$ cat src/rtl/lsc_pkg.sv
package lsc_pkg;

   // Configuration register indexes
   localparam int CSR_INDEX_WIDTH = 2;

   typedef enum logic [CSR_INDEX_WIDTH-1:0] {
      CSR_WINDOW_LEFT   = 2'd0,
      CSR_WINDOW_RIGHT  = 2'd1,
      CSR_WINDOW_BOTTOM = 2'd2,
      CSR_WINDOW_TOP    = 2'd3
   } csr_index_type;

   // Outcode bits
   typedef logic [3:0] outcode_type;

   localparam outcode_type CODE_TOP    = 4'b1000;
   localparam outcode_type CODE_BOTTOM = 4'b0100;
   localparam outcode_type CODE_RIGHT  = 4'b0010;
   localparam outcode_type CODE_LEFT   = 4'b0001;
   localparam outcode_type CODE_INSIDE = 4'b0000;

   // Endpoint moves allowed before the segment is dropped
   localparam int PASS_WIDTH = 3;
   localparam logic [PASS_WIDTH-1:0] MAX_PASSES = 3'd4;

   // Clipper sequencer states
   typedef enum logic [3:0] {
      ST_IDLE = 4'b0001,
      ST_CODE = 4'b0010,
      ST_DIV  = 4'b0100,
      ST_DONE = 4'b1000
   } state_type;

   // Multiply-divide unit states
   typedef enum logic [2:0] {
      MD_IDLE = 3'b001,
      MD_MUL  = 3'b010,
      MD_DIV  = 3'b100
   } md_state_type;

endpackage

$ cat src/rtl/lsc_channels.sv
// Segment request channel
interface lsc_req_if #(parameter int COORD_WIDTH = 16);
   logic                          valid;
   logic                          ready;
   logic signed [COORD_WIDTH-1:0] start_x;
   logic signed [COORD_WIDTH-1:0] start_y;
   logic signed [COORD_WIDTH-1:0] end_x;
   logic signed [COORD_WIDTH-1:0] end_y;

   modport source (output valid, start_x, start_y, end_x, end_y, input ready);
   modport sink   (input valid, start_x, start_y, end_x, end_y, output ready);
endinterface

// Clipped segment response channel
interface lsc_rsp_if #(parameter int COORD_WIDTH = 16);
   logic                          valid;
   logic                          ready;
   logic                          visible;
   logic signed [COORD_WIDTH-1:0] clipped_start_x;
   logic signed [COORD_WIDTH-1:0] clipped_start_y;
   logic signed [COORD_WIDTH-1:0] clipped_end_x;
   logic signed [COORD_WIDTH-1:0] clipped_end_y;

   modport source (output valid, visible, clipped_start_x, clipped_start_y,
                   clipped_end_x, clipped_end_y, input ready);
   modport sink   (input valid, visible, clipped_start_x, clipped_start_y,
                   clipped_end_x, clipped_end_y, output ready);
endinterface

$ cat src/rtl/lsc_window_regs.sv
module lsc_window_regs #(
   parameter int COORD_WIDTH = 16
) (
   input  logic                          clock,
   input  logic                          reset,
   input  logic                          csr_write_en,
   input  lsc_pkg::csr_index_type        csr_index,
   input  logic [COORD_WIDTH-1:0]        csr_wdata,
   output logic signed [COORD_WIDTH-1:0] window_left,
   output logic signed [COORD_WIDTH-1:0] window_right,
   output logic signed [COORD_WIDTH-1:0] window_bottom,
   output logic signed [COORD_WIDTH-1:0] window_top
);
   import lsc_pkg::*;

   logic signed [COORD_WIDTH-1:0] left_ff, left_in;
   logic signed [COORD_WIDTH-1:0] right_ff, right_in;
   logic signed [COORD_WIDTH-1:0] bottom_ff, bottom_in;
   logic signed [COORD_WIDTH-1:0] top_ff, top_in;

   // Write decode
   always_comb begin
      left_in   = left_ff;
      right_in  = right_ff;
      bottom_in = bottom_ff;
      top_in    = top_ff;
      if (csr_write_en) begin
         case (csr_index)
            CSR_WINDOW_LEFT:   left_in   = signed'(csr_wdata);
            CSR_WINDOW_RIGHT:  right_in  = signed'(csr_wdata);
            CSR_WINDOW_BOTTOM: bottom_in = signed'(csr_wdata);
            CSR_WINDOW_TOP:    top_in    = signed'(csr_wdata);
            default: ;
         endcase
      end
   end

   always_ff @(posedge clock) begin
      if (reset) begin
         left_ff   <= '0;
         right_ff  <= '0;
         bottom_ff <= '0;
         top_ff    <= '0;
      end else begin
         left_ff   <= left_in;
         right_ff  <= right_in;
         bottom_ff <= bottom_in;
         top_ff    <= top_in;
      end
   end

   assign window_left   = left_ff;
   assign window_right  = right_ff;
   assign window_bottom = bottom_ff;
   assign window_top    = top_ff;

endmodule

$ cat src/rtl/lsc_mul_div.sv
// floor(a * b / d): a multiply step, then one quotient bit per cycle.
// Requires the high half of a * b to be below d; d of zero gives 0.
module lsc_mul_div #(
   parameter int COORD_WIDTH = 16
) (
   input  logic                   clock,
   input  logic                   reset,
   input  logic                   start,
   input  logic [COORD_WIDTH-1:0] mag_a,
   input  logic [COORD_WIDTH-1:0] mag_b,
   input  logic [COORD_WIDTH-1:0] divisor,
   output logic                   done,
   output logic [COORD_WIDTH-1:0] quotient
);
   import lsc_pkg::*;

   localparam int W  = COORD_WIDTH;
   localparam int CW = $clog2(W);

   md_state_type    state_ff, state_in;
   logic [W-1:0]    a_ff, a_in;
   logic [W-1:0]    b_ff, b_in;
   logic [W-1:0]    d_ff, d_in;
   logic [W-1:0]    rem_ff, rem_in;
   logic [W-1:0]    low_ff, low_in;
   logic [CW-1:0]   count_ff, count_in;
   logic            zero_ff, zero_in;
   logic            done_ff, done_in;

   logic [2*W-1:0]  product;
   logic [W:0]      trial;
   logic [W+1:0]    diff;

   assign product = a_ff * b_ff;
   assign trial   = {rem_ff, low_ff[W-1]};
   assign diff    = {1'b0, trial} - {2'b00, d_ff};

   // Sequencing of multiply and restoring division
   always_comb begin
      state_in = state_ff;
      a_in     = a_ff;
      b_in     = b_ff;
      d_in     = d_ff;
      rem_in   = rem_ff;
      low_in   = low_ff;
      count_in = count_ff;
      zero_in  = zero_ff;
      done_in  = 1'b0;
      case (state_ff)
         MD_IDLE: begin
            if (start) begin
               a_in     = mag_a;
               b_in     = mag_b;
               d_in     = divisor;
               state_in = MD_MUL;
            end
         end
         MD_MUL: begin
            rem_in   = product[2*W-1:W];
            low_in   = product[W-1:0];
            count_in = '0;
            zero_in  = (d_ff == '0);
            state_in = MD_DIV;
         end
         MD_DIV: begin
            // subtract succeeds when no borrow
            if (!diff[W+1]) begin
               rem_in = diff[W-1:0];
               low_in = {low_ff[W-2:0], 1'b1};
            end else begin
               rem_in = trial[W-1:0];
               low_in = {low_ff[W-2:0], 1'b0};
            end
            count_in = count_ff + 1'b1;
            if (count_ff == CW'(W-1)) begin
               done_in  = 1'b1;
               state_in = MD_IDLE;
            end
         end
         default: state_in = MD_IDLE;
      endcase
   end

   always_ff @(posedge clock) begin
      if (reset) begin
         state_ff <= MD_IDLE;
         done_ff  <= 1'b0;
      end else begin
         state_ff <= state_in;
         done_ff  <= done_in;
      end
      a_ff     <= a_in;
      b_ff     <= b_in;
      d_ff     <= d_in;
      rem_ff   <= rem_in;
      low_ff   <= low_in;
      count_ff <= count_in;
      zero_ff  <= zero_in;
   end

   assign done     = done_ff;
   assign quotient = zero_ff ? '0 : low_ff;

endmodule

$ cat src/rtl/line_segment_clipper_unit.sv
// Channel  Dir  Handshake     Payload
// req_if   in   valid/ready   start_x, start_y, end_x, end_y
// rsp_if   out  valid/ready   visible, clipped_start_x/y, clipped_end_x/y
// csr_*    in   write enable  csr_index selects window_left/right/bottom/top
//
// One segment at a time: accept, one outcode check per pass, load of the output
// register, and each endpoint move in the shared multiply-divide unit; up to
// four moves per segment.
// Synchronous active-high reset clears the window and control state.
// req_if.ready is high only while idle; a finished result waits in the
// output register, and the next segment may be taken meanwhile.
module line_segment_clipper_unit #(
   parameter int COORD_WIDTH = 16
) (
   input  logic                       clock,
   input  logic                       reset,
   lsc_req_if.sink                    req_if,
   lsc_rsp_if.source                  rsp_if,
   input  logic                       csr_write_en,
   input  lsc_pkg::csr_index_type     csr_index,
   input  logic [COORD_WIDTH-1:0]     csr_wdata
);
   import lsc_pkg::*;

   localparam int W = COORD_WIDTH;

   logic signed [W-1:0] win_left, win_right, win_bottom, win_top;

   state_type               state_ff, state_in;
   logic signed [W-1:0]     x0_ff, x0_in, y0_ff, y0_in;
   logic signed [W-1:0]     x1_ff, x1_in, y1_ff, y1_in;
   logic [PASS_WIDTH-1:0]   pass_ff, pass_in;
   logic signed [W-1:0]     base_ff, base_in;
   logic signed [W-1:0]     edge_val_ff, edge_val_in;
   logic                    neg_ff, neg_in;
   logic                    y_edge_ff, y_edge_in;
   logic                    move_end_ff, move_end_in;
   logic                    visible_ff, visible_in;

   logic                    rsp_valid_ff, rsp_valid_in;
   logic                    rsp_visible_ff, rsp_visible_in;
   logic signed [W-1:0]     rsp_sx_ff, rsp_sx_in, rsp_sy_ff, rsp_sy_in;
   logic signed [W-1:0]     rsp_ex_ff, rsp_ex_in, rsp_ey_ff, rsp_ey_in;

   outcode_type             c0, c1, csel;
   logic                    sel_y_edge;
   logic signed [W-1:0]     sel_edge, sel_base, sel_num_ref;
   logic signed [W:0]       dx, dy, d_val, num_val, den_val;
   logic [W-1:0]            mag_d, mag_num, mag_den;
   logic                    md_start, md_done;
   logic [W-1:0]            md_q;
   logic signed [W:0]       q_signed, new_coord;
   logic                    rsp_free;

   lsc_window_regs #(.COORD_WIDTH(W)) u_window_regs (
      .clock         (clock),
      .reset         (reset),
      .csr_write_en  (csr_write_en),
      .csr_index     (csr_index),
      .csr_wdata     (csr_wdata),
      .window_left   (win_left),
      .window_right  (win_right),
      .window_bottom (win_bottom),
      .window_top    (win_top)
   );

   lsc_mul_div #(.COORD_WIDTH(W)) u_mul_div (
      .clock    (clock),
      .reset    (reset),
      .start    (md_start),
      .mag_a    (mag_d),
      .mag_b    (mag_num),
      .divisor  (mag_den),
      .done     (md_done),
      .quotient (md_q)
   );

   function automatic outcode_type outcode(input logic signed [W-1:0] x,
                                           input logic signed [W-1:0] y,
                                           input logic signed [W-1:0] wl,
                                           input logic signed [W-1:0] wr,
                                           input logic signed [W-1:0] wb,
                                           input logic signed [W-1:0] wt);
      outcode_type c;
      c = CODE_INSIDE;
      if (y > wt) c = c | CODE_TOP;
      if (y < wb) c = c | CODE_BOTTOM;
      if (x > wr) c = c | CODE_RIGHT;
      if (x < wl) c = c | CODE_LEFT;
      return c;
   endfunction

   function automatic logic [W-1:0] magnitude(input logic signed [W:0] v);
      logic [W:0] n;
      n = -v;
      return v[W] ? n[W-1:0] : v[W-1:0];
   endfunction

   // Outcodes and edge selection for the current endpoints
   always_comb begin
      c0   = outcode(x0_ff, y0_ff, win_left, win_right, win_bottom, win_top);
      c1   = outcode(x1_ff, y1_ff, win_left, win_right, win_bottom, win_top);
      csel = (c0 != CODE_INSIDE) ? c0 : c1;
      sel_y_edge = ((csel & (CODE_TOP | CODE_BOTTOM)) != CODE_INSIDE);
      if ((csel & CODE_TOP) != CODE_INSIDE)         sel_edge = win_top;
      else if ((csel & CODE_BOTTOM) != CODE_INSIDE) sel_edge = win_bottom;
      else if ((csel & CODE_RIGHT) != CODE_INSIDE)  sel_edge = win_right;
      else                                          sel_edge = win_left;
   end

   // Operands of the intersection p0 + d * num / den
   always_comb begin
      dx = {x1_ff[W-1], x1_ff} - {x0_ff[W-1], x0_ff};
      dy = {y1_ff[W-1], y1_ff} - {y0_ff[W-1], y0_ff};
      sel_base    = sel_y_edge ? x0_ff : y0_ff;
      sel_num_ref = sel_y_edge ? y0_ff : x0_ff;
      d_val   = sel_y_edge ? dx : dy;
      den_val = sel_y_edge ? dy : dx;
      num_val = {sel_edge[W-1], sel_edge} - {sel_num_ref[W-1], sel_num_ref};
      mag_d   = magnitude(d_val);
      mag_num = magnitude(num_val);
      mag_den = magnitude(den_val);
   end

   // Moved coordinate from the quotient
   always_comb begin
      q_signed  = neg_ff ? -signed'({1'b0, md_q}) : signed'({1'b0, md_q});
      new_coord = {base_ff[W-1], base_ff} + q_signed;
   end

   assign rsp_free = !rsp_valid_ff || rsp_if.ready;

   // Sequencer
   always_comb begin
      state_in    = state_ff;
      x0_in       = x0_ff;
      y0_in       = y0_ff;
      x1_in       = x1_ff;
      y1_in       = y1_ff;
      pass_in     = pass_ff;
      base_in     = base_ff;
      edge_val_in = edge_val_ff;
      neg_in      = neg_ff;
      y_edge_in   = y_edge_ff;
      move_end_in = move_end_ff;
      visible_in  = visible_ff;
      md_start    = 1'b0;

      rsp_valid_in   = rsp_if.ready ? 1'b0 : rsp_valid_ff;
      rsp_visible_in = rsp_visible_ff;
      rsp_sx_in      = rsp_sx_ff;
      rsp_sy_in      = rsp_sy_ff;
      rsp_ex_in      = rsp_ex_ff;
      rsp_ey_in      = rsp_ey_ff;

      case (state_ff)
         ST_IDLE: begin
            if (req_if.valid) begin
               x0_in    = req_if.start_x;
               y0_in    = req_if.start_y;
               x1_in    = req_if.end_x;
               y1_in    = req_if.end_y;
               pass_in  = '0;
               state_in = ST_CODE;
            end
         end
         ST_CODE: begin
            if ((c0 | c1) == CODE_INSIDE) begin
               visible_in = 1'b1;
               state_in   = ST_DONE;
            end else if ((c0 & c1) != CODE_INSIDE || pass_ff == MAX_PASSES) begin
               visible_in = 1'b0;
               state_in   = ST_DONE;
            end else begin
               md_start    = 1'b1;
               base_in     = sel_base;
               edge_val_in = sel_edge;
               y_edge_in   = sel_y_edge;
               neg_in      = d_val[W] ^ num_val[W] ^ den_val[W];
               move_end_in = (c0 == CODE_INSIDE);
               state_in    = ST_DIV;
            end
         end
         ST_DIV: begin
            if (md_done) begin
               if (move_end_ff) begin
                  x1_in = y_edge_ff ? new_coord[W-1:0] : edge_val_ff;
                  y1_in = y_edge_ff ? edge_val_ff : new_coord[W-1:0];
               end else begin
                  x0_in = y_edge_ff ? new_coord[W-1:0] : edge_val_ff;
                  y0_in = y_edge_ff ? edge_val_ff : new_coord[W-1:0];
               end
               pass_in  = pass_ff + 1'b1;
               state_in = ST_CODE;
            end
         end
         ST_DONE: begin
            // load the output register once it is free
            if (rsp_free) begin
               rsp_valid_in   = 1'b1;
               rsp_visible_in = visible_ff;
               rsp_sx_in      = visible_ff ? x0_ff : '0;
               rsp_sy_in      = visible_ff ? y0_ff : '0;
               rsp_ex_in      = visible_ff ? x1_ff : '0;
               rsp_ey_in      = visible_ff ? y1_ff : '0;
               state_in       = ST_IDLE;
            end
         end
         default: state_in = ST_IDLE;
      endcase
   end

   always_ff @(posedge clock) begin
      if (reset) begin
         state_ff     <= ST_IDLE;
         pass_ff      <= '0;
         rsp_valid_ff <= 1'b0;
      end else begin
         state_ff     <= state_in;
         pass_ff      <= pass_in;
         rsp_valid_ff <= rsp_valid_in;
      end
      x0_ff          <= x0_in;
      y0_ff          <= y0_in;
      x1_ff          <= x1_in;
      y1_ff          <= y1_in;
      base_ff        <= base_in;
      edge_val_ff    <= edge_val_in;
      neg_ff         <= neg_in;
      y_edge_ff      <= y_edge_in;
      move_end_ff    <= move_end_in;
      visible_ff     <= visible_in;
      rsp_visible_ff <= rsp_visible_in;
      rsp_sx_ff      <= rsp_sx_in;
      rsp_sy_ff      <= rsp_sy_in;
      rsp_ex_ff      <= rsp_ex_in;
      rsp_ey_ff      <= rsp_ey_in;
   end

   assign req_if.ready           = (state_ff == ST_IDLE);
   assign rsp_if.valid           = rsp_valid_ff;
   assign rsp_if.visible         = rsp_visible_ff;
   assign rsp_if.clipped_start_x = rsp_sx_ff;
   assign rsp_if.clipped_start_y = rsp_sy_ff;
   assign rsp_if.clipped_end_x   = rsp_ex_ff;
   assign rsp_if.clipped_end_y   = rsp_ey_ff;

endmodule
$ cat src/flat_wrapper.sv
// flat-port wrapper written by rule: the top's interface ports become plain ports
module line_segment_clipper_unit_flat import lsc_pkg::*;
#(
   parameter int COORD_WIDTH = 16
)
  (clock, reset, csr_write_en, csr_index, csr_wdata, req_if_valid, req_if_start_x, req_if_start_y, req_if_end_x, req_if_end_y, req_if_ready, rsp_if_valid, rsp_if_visible, rsp_if_clipped_start_x, rsp_if_clipped_start_y, rsp_if_clipped_end_x, rsp_if_clipped_end_y, rsp_if_ready);
  lsc_req_if #(.COORD_WIDTH(COORD_WIDTH)) req_if_i ();
  lsc_rsp_if #(.COORD_WIDTH(COORD_WIDTH)) rsp_if_i ();
  input  logic clock;
  input  logic reset;
  input  logic csr_write_en;
  input  lsc_pkg::csr_index_type csr_index;
  input  logic [COORD_WIDTH-1:0] csr_wdata;
  input wire logic [$bits(req_if_i.valid)-1:0] req_if_valid;
  input wire logic [$bits(req_if_i.start_x)-1:0] req_if_start_x;
  input wire logic [$bits(req_if_i.start_y)-1:0] req_if_start_y;
  input wire logic [$bits(req_if_i.end_x)-1:0] req_if_end_x;
  input wire logic [$bits(req_if_i.end_y)-1:0] req_if_end_y;
  output wire logic [$bits(req_if_i.ready)-1:0] req_if_ready;
  output wire logic [$bits(rsp_if_i.valid)-1:0] rsp_if_valid;
  output wire logic [$bits(rsp_if_i.visible)-1:0] rsp_if_visible;
  output wire logic [$bits(rsp_if_i.clipped_start_x)-1:0] rsp_if_clipped_start_x;
  output wire logic [$bits(rsp_if_i.clipped_start_y)-1:0] rsp_if_clipped_start_y;
  output wire logic [$bits(rsp_if_i.clipped_end_x)-1:0] rsp_if_clipped_end_x;
  output wire logic [$bits(rsp_if_i.clipped_end_y)-1:0] rsp_if_clipped_end_y;
  input wire logic [$bits(rsp_if_i.ready)-1:0] rsp_if_ready;
  assign req_if_i.valid = req_if_valid;
  assign req_if_i.start_x = req_if_start_x;
  assign req_if_i.start_y = req_if_start_y;
  assign req_if_i.end_x = req_if_end_x;
  assign req_if_i.end_y = req_if_end_y;
  assign req_if_ready = req_if_i.ready;
  assign rsp_if_valid = rsp_if_i.valid;
  assign rsp_if_visible = rsp_if_i.visible;
  assign rsp_if_clipped_start_x = rsp_if_i.clipped_start_x;
  assign rsp_if_clipped_start_y = rsp_if_i.clipped_start_y;
  assign rsp_if_clipped_end_x = rsp_if_i.clipped_end_x;
  assign rsp_if_clipped_end_y = rsp_if_i.clipped_end_y;
  assign rsp_if_i.ready = rsp_if_ready;
  line_segment_clipper_unit #(.COORD_WIDTH(COORD_WIDTH)) u_core (.clock(clock), .reset(reset), .req_if(req_if_i), .rsp_if(rsp_if_i), .csr_write_en(csr_write_en), .csr_index(csr_index), .csr_wdata(csr_wdata));
endmodule
$ cat config.mk
export PLATFORM = sky130hd
export DESIGN_NAME = line_segment_clipper_unit_flat
export DESIGN_NICKNAME = d
export VERILOG_FILES = /design/src/rtl/lsc_pkg.sv /design/src/rtl/lsc_channels.sv /design/src/rtl/lsc_window_regs.sv /design/src/rtl/lsc_mul_div.sv /design/src/rtl/line_segment_clipper_unit.sv /design/src/flat_wrapper.sv
export SDC_FILE = /design/constraint.sdc
export NUM_CORES = 2
export LEC_CHECK = 0
export BUFFER_PORTS_ARGS = -buffer_cell sky130_fd_sc_hd__buf_2
export CORE_MARGIN = 1.5
export CORE_UTILIZATION = 50
export DETAILED_ROUTE_END_ITERATION = 6
export GPL_ROUTABILITY_DRIVEN = 1
export HOLD_SLACK_MARGIN = 0.06
export PLACE_DENSITY = 0.7
export RECOVER_POWER = 50
export SLEW_MARGIN = 5
export SYNTH_ARGS = -nofsm -noshare
export SYNTH_HDL_FRONTEND = slang
export SYNTH_SLANG_ARGS = --single-unit
$ cat constraint.sdc
create_clock -name clock -period 6.5 [get_ports clock]
set_input_delay 1.95 -clock clock [delete_from_list [all_inputs] [get_ports clock]]
set_output_delay 1.95 -clock clock [all_outputs]
set_load 0.03 [all_outputs]
==> summary.txt <==
Floorplan
  – Chip height: roughly 250 µm
  – Io pins: about 150
  – Core region area: slightly below 60000 µm²
  – Die X: between 200 and 250 µm
  – Initial Util: between 50% and 60%
  – Die area: 61900 µm²
  – Cell row count: 89

Synth
  – Synth Warn #: 0
  – Post-Synthesis Net Count: approximately 4000
  – #FFs+latches synth: ~330
  – Syn Std Cell Area: 30200 µm²
  – Synth unique cells: between 80 and 90
  – Synth top area share: between 20% and 30%
  – Number of synthesized flops with an enable pin: 250
  – Register area share after synthesis: between 20% and 30%
  – Synth area leader: edfxtp_1
  – Ys flop type: edfxtp_1
  – Synthesized area per cell: around 9.2 µm²
  – Synth area leaders: edfxtp_1 (25%), fa_1 (13%), ha_1 (13%)
  – FFs w/ async S/R, synth: 0%
  – Cells after Synth: ~3300

Run status
  – Failing checks: max-capacitance violations, max-slew violations
  – Status: complete, but fails checks

Clock network
  – TritonCTS clock tree: built
  – Num CTS Buffers: 39
  – Hold-fix buffers, CTS: 0
  – Max clock buf depth: 3
  – Root Buffer: clkbuf_16
  – H-tree levels: 2
  – Clock sinks: roughly 330
  – Clk slew on worst S/H paths: approximately 60 ps
  – Clk_lat worst skew: about 580 ps

Drt
  – DR WL/cell: ~22 µm
  – Vias per cell: 5.79
  – Via count: between 20000 and 30000
  – Routed WL: 97400 µm
  – Antenna viol nets, final: 0
  – Drc violations: 0
  – DR iter-0 viols: between 2000 and 2500
  – First-pass detailed-route iteration total: 6

Place
  – Inst Count DP: 4365
  – Estimated wirelength of the detail-placed design: approximately 78000 µm
  – RePlAce Congestion: 1.03
  – Port Buffer Count: between 150 and 200

Timing
  – Final setup viols: 0
  – Final hold vios: 0
  – Fin crit share: 99.0%
  – Min Tclk post-route: 6430 ps
  – Unrepaired setup endpoints after global routing: yes
  – Worst-Margin Slew: approximately 3800 ps
  – Slew margin rel.: -153%
  – Max frequency: about 160 MHz
  – Clock Skews: about 36 ps
  – Final slew viol count: about 340

Global route
  – GRT Resource Usage Total: between 30% and 40%
  – Largest net degree at the start of global routing: 77
  – Vias in the first global route: roughly 25000
  – Initial antenna violation count: 3
  – Total global routing overflow: 0
  – First-pass GRT wire length: around 150000 µm

Worst setup path
  – Setup crit start kind: register
  – Family with the most delay on the worst path: adder cells
  – Critical path class: register to register
  – Worst reg2reg path depth: 26
  – CP Buf/Inv Count: 8
  – Largest stage delay, worst path: about 550 ps
  – Critical path fanouts, max: 5
  – Setup crit end kind: register
  – CP most frequent cell: fa_1
  – Slowest cell on the critical path: fa_2
  – Worst Path Required: a little under 7000 ps
  – Worst endpoint data arrival time: 6730 ps
  – Levels on crit path: 26

Worst hold path
  – Hold Path Class: register to register
  – Hold path cells: 2

Layout
  – Fillers: between 5000 and 6000
  – Layout cells sized above 1: between 15 and 20%
  – Most frequent cells in the layout: nand2_1 (427), inv_1 (372), ha_1 (301)
  – Area delta synth->final: 18.0%
  – Final #Nets: 4272
  – Most common cell after layout, fill and taps aside: nand2_1
  – Non-Filler Instances: ~4500

Job
  – Max Cap Viol: 6
## registers in the layout (all words and copies together) (netlist names), 3 cells and up
name / count
u_core.rsp_if.clipped_start_y: 16
u_core.u_mul_div.d_ff: 16
u_core.x1_ff: 16
u_core.u_window_regs.window_bottom: 16
u_core.state_ff: 4
u_core.edge_val_ff: 16
u_core.pass_ff: 3
u_core.u_window_regs.window_left: 16
u_core.u_window_regs.window_top: 16
u_core.rsp_if.clipped_end_y: 16
u_core.base_ff: 16
u_core.u_mul_div.rem_ff: 16
u_core.y0_ff: 16
u_core.x0_ff: 16
u_core.u_mul_div.count_ff: 4
u_core.u_mul_div.a_ff: 16
u_core.u_mul_div.state_ff: 3
u_core.u_window_regs.window_right: 16
u_core.rsp_if.clipped_end_x: 16
u_core.rsp_if.clipped_start_x: 16
u_core.y1_ff: 16
u_core.u_mul_div.low_ff: 16
u_core.u_mul_div.b_ff: 16
## metal layers
metal | vias up | global-route usage, % | part of all wire (%)
met5 | - | 0 | 0
met4 | 0 | 13.8 | 5.1
met3 | 223 | 3.85 | 7.2
met2 | 1096 | 51.1 | 47
met1 | 12500 | 40.4 | 41
li1 | 12100 | - | -
## cells by family (layout without fill, tap and decap cells)
| group | count (synthesis) | in the layout | synth area share [%] |
|---|---|---|---|
| buffers and inverters | 513 | 918 | 6.45 |
| other | 0 | 3 | 0 |
| and+or+nand+nor | 1077 | 1077 | 17.0 |
| muxes | 69 | 69 | 2.35 |
| adders and majority gates | 513 | 513 | 26.2 |
| DFF | 326 | 326 | 29.9 |
| xor gates and xnor gates | 129 | 129 | 3.74 |
| AOI/OAI and AO/OA | 671 | 671 | 14.4 |
## repair_timing
action | CTS | global route
endpoints found under the setup margin | 7 | 23
pin swaps | 3 | 102
gates resized for setup | 6 | 133
gates cloned | 0 | 1
setup buffers | 0 | 43
## worst paths after layout
kind / slack [ps] / start / to
worst max register to register: 70 / u_core.u_mul_div.b_ff[3] / u_core.u_mul_div.rem_ff[13]
worst max-delay path: 70 / u_core.u_mul_div.b_ff[3] / u_core.u_mul_div.rem_ff[13]
worst min-delay path: 450 / u_core.u_window_regs.window_top[4] / u_core.u_window_regs.window_top[4]
worst min register to register: 450 / u_core.u_window_regs.window_top[4] / u_core.u_window_regs.window_top[4]
## synth_stat cells (all sizes together), types with 7 or more instances
| cell | number |
|---|---|
| o211a | 16 |
| a21boi | 9 |
| o22ai | 16 |
| edfxtp | 250 |
| nor2 | 200 |
| nand3 | 44 |
| o21a | 50 |
| xnor2 | 85 |
| o21ai | 130 |
| mux2i | 56 |
| o31a | 7 |
| or2 | 10 |
| a21oi | 205 |
| o21bai | 20 |
| and3 | 22 |
| and2 | 168 |
| o211ai | 24 |
| nor3 | 40 |
| o31ai | 18 |
| nand2b | 31 |
| clkbuf | 102 |
| or4 | 7 |
| dfxtp | 76 |
| a41oi | 8 |
| a31oi | 20 |
| nand2 | 442 |
| mux2 | 13 |
| or3 | 16 |
| a221oi | 9 |
| nor2b | 29 |
| a21o | 52 |
| ha | 314 |
| nor4b | 7 |
| fa | 199 |
| nand4 | 23 |
| a211o | 9 |
| a211oi | 30 |
| xor2 | 44 |
| nor4 | 14 |
| inv | 390 |
| buf | 20 |
## metrics by stage
stage               TNS [ps]  hold WS [ps]  util (%)  area, µm²  worst slack [ps]
floorplan              -13.0           424         -      30200             -13.0
global placement        -134           443      56.6      33600             -64.8
detailed placement      -337           448      56.6      33600             -97.4
CTS                    -22.4           456      58.8      34900             -18.2
global route            -377           469      60.1      35600             -91.1
finish                     0           454      60.1      35600              67.8
## area by class of cell
type	count	area (µm²)	area share, %
Inverter	391	1470	4.12
Multi-Input combinational cell	2459	19700	55.3
Sequential cell	326	9030	25.3
Clock buffer	52	1100	3.08
Clock inverter	20	206	0.579
Timing Repair Buffer	455	3150	8.85
Antenna cell	3	7.51	0.0211
Tap cell	773	967	2.71
## worst reg2reg max path, stage by stage, from the launching register on
cell and delay, ps:
edfxtp_1 470, buf_12 160, nand2_2 60, fa_1 510
inv_2 50, fa_1 480, inv_1 50, fa_1 510
inv_2 50, fa_1 540, inv_2 40, fa_2 540
inv_1 50, fa_2 550, ha_4 200, and3_4 160
a221oi_4 270, buf_4 160, o21bai_1 80, a21oi_2 140
o21ai_1 100, a21oi_2 140, buf_6 140, o21ai_2 50
a21o_1 190, o41ai_2 370, nor3b_1 100
Power is left out: the tool's default activity adds up to more than one toggle a clock period on the data nets, which glitch-free logic cannot reach.
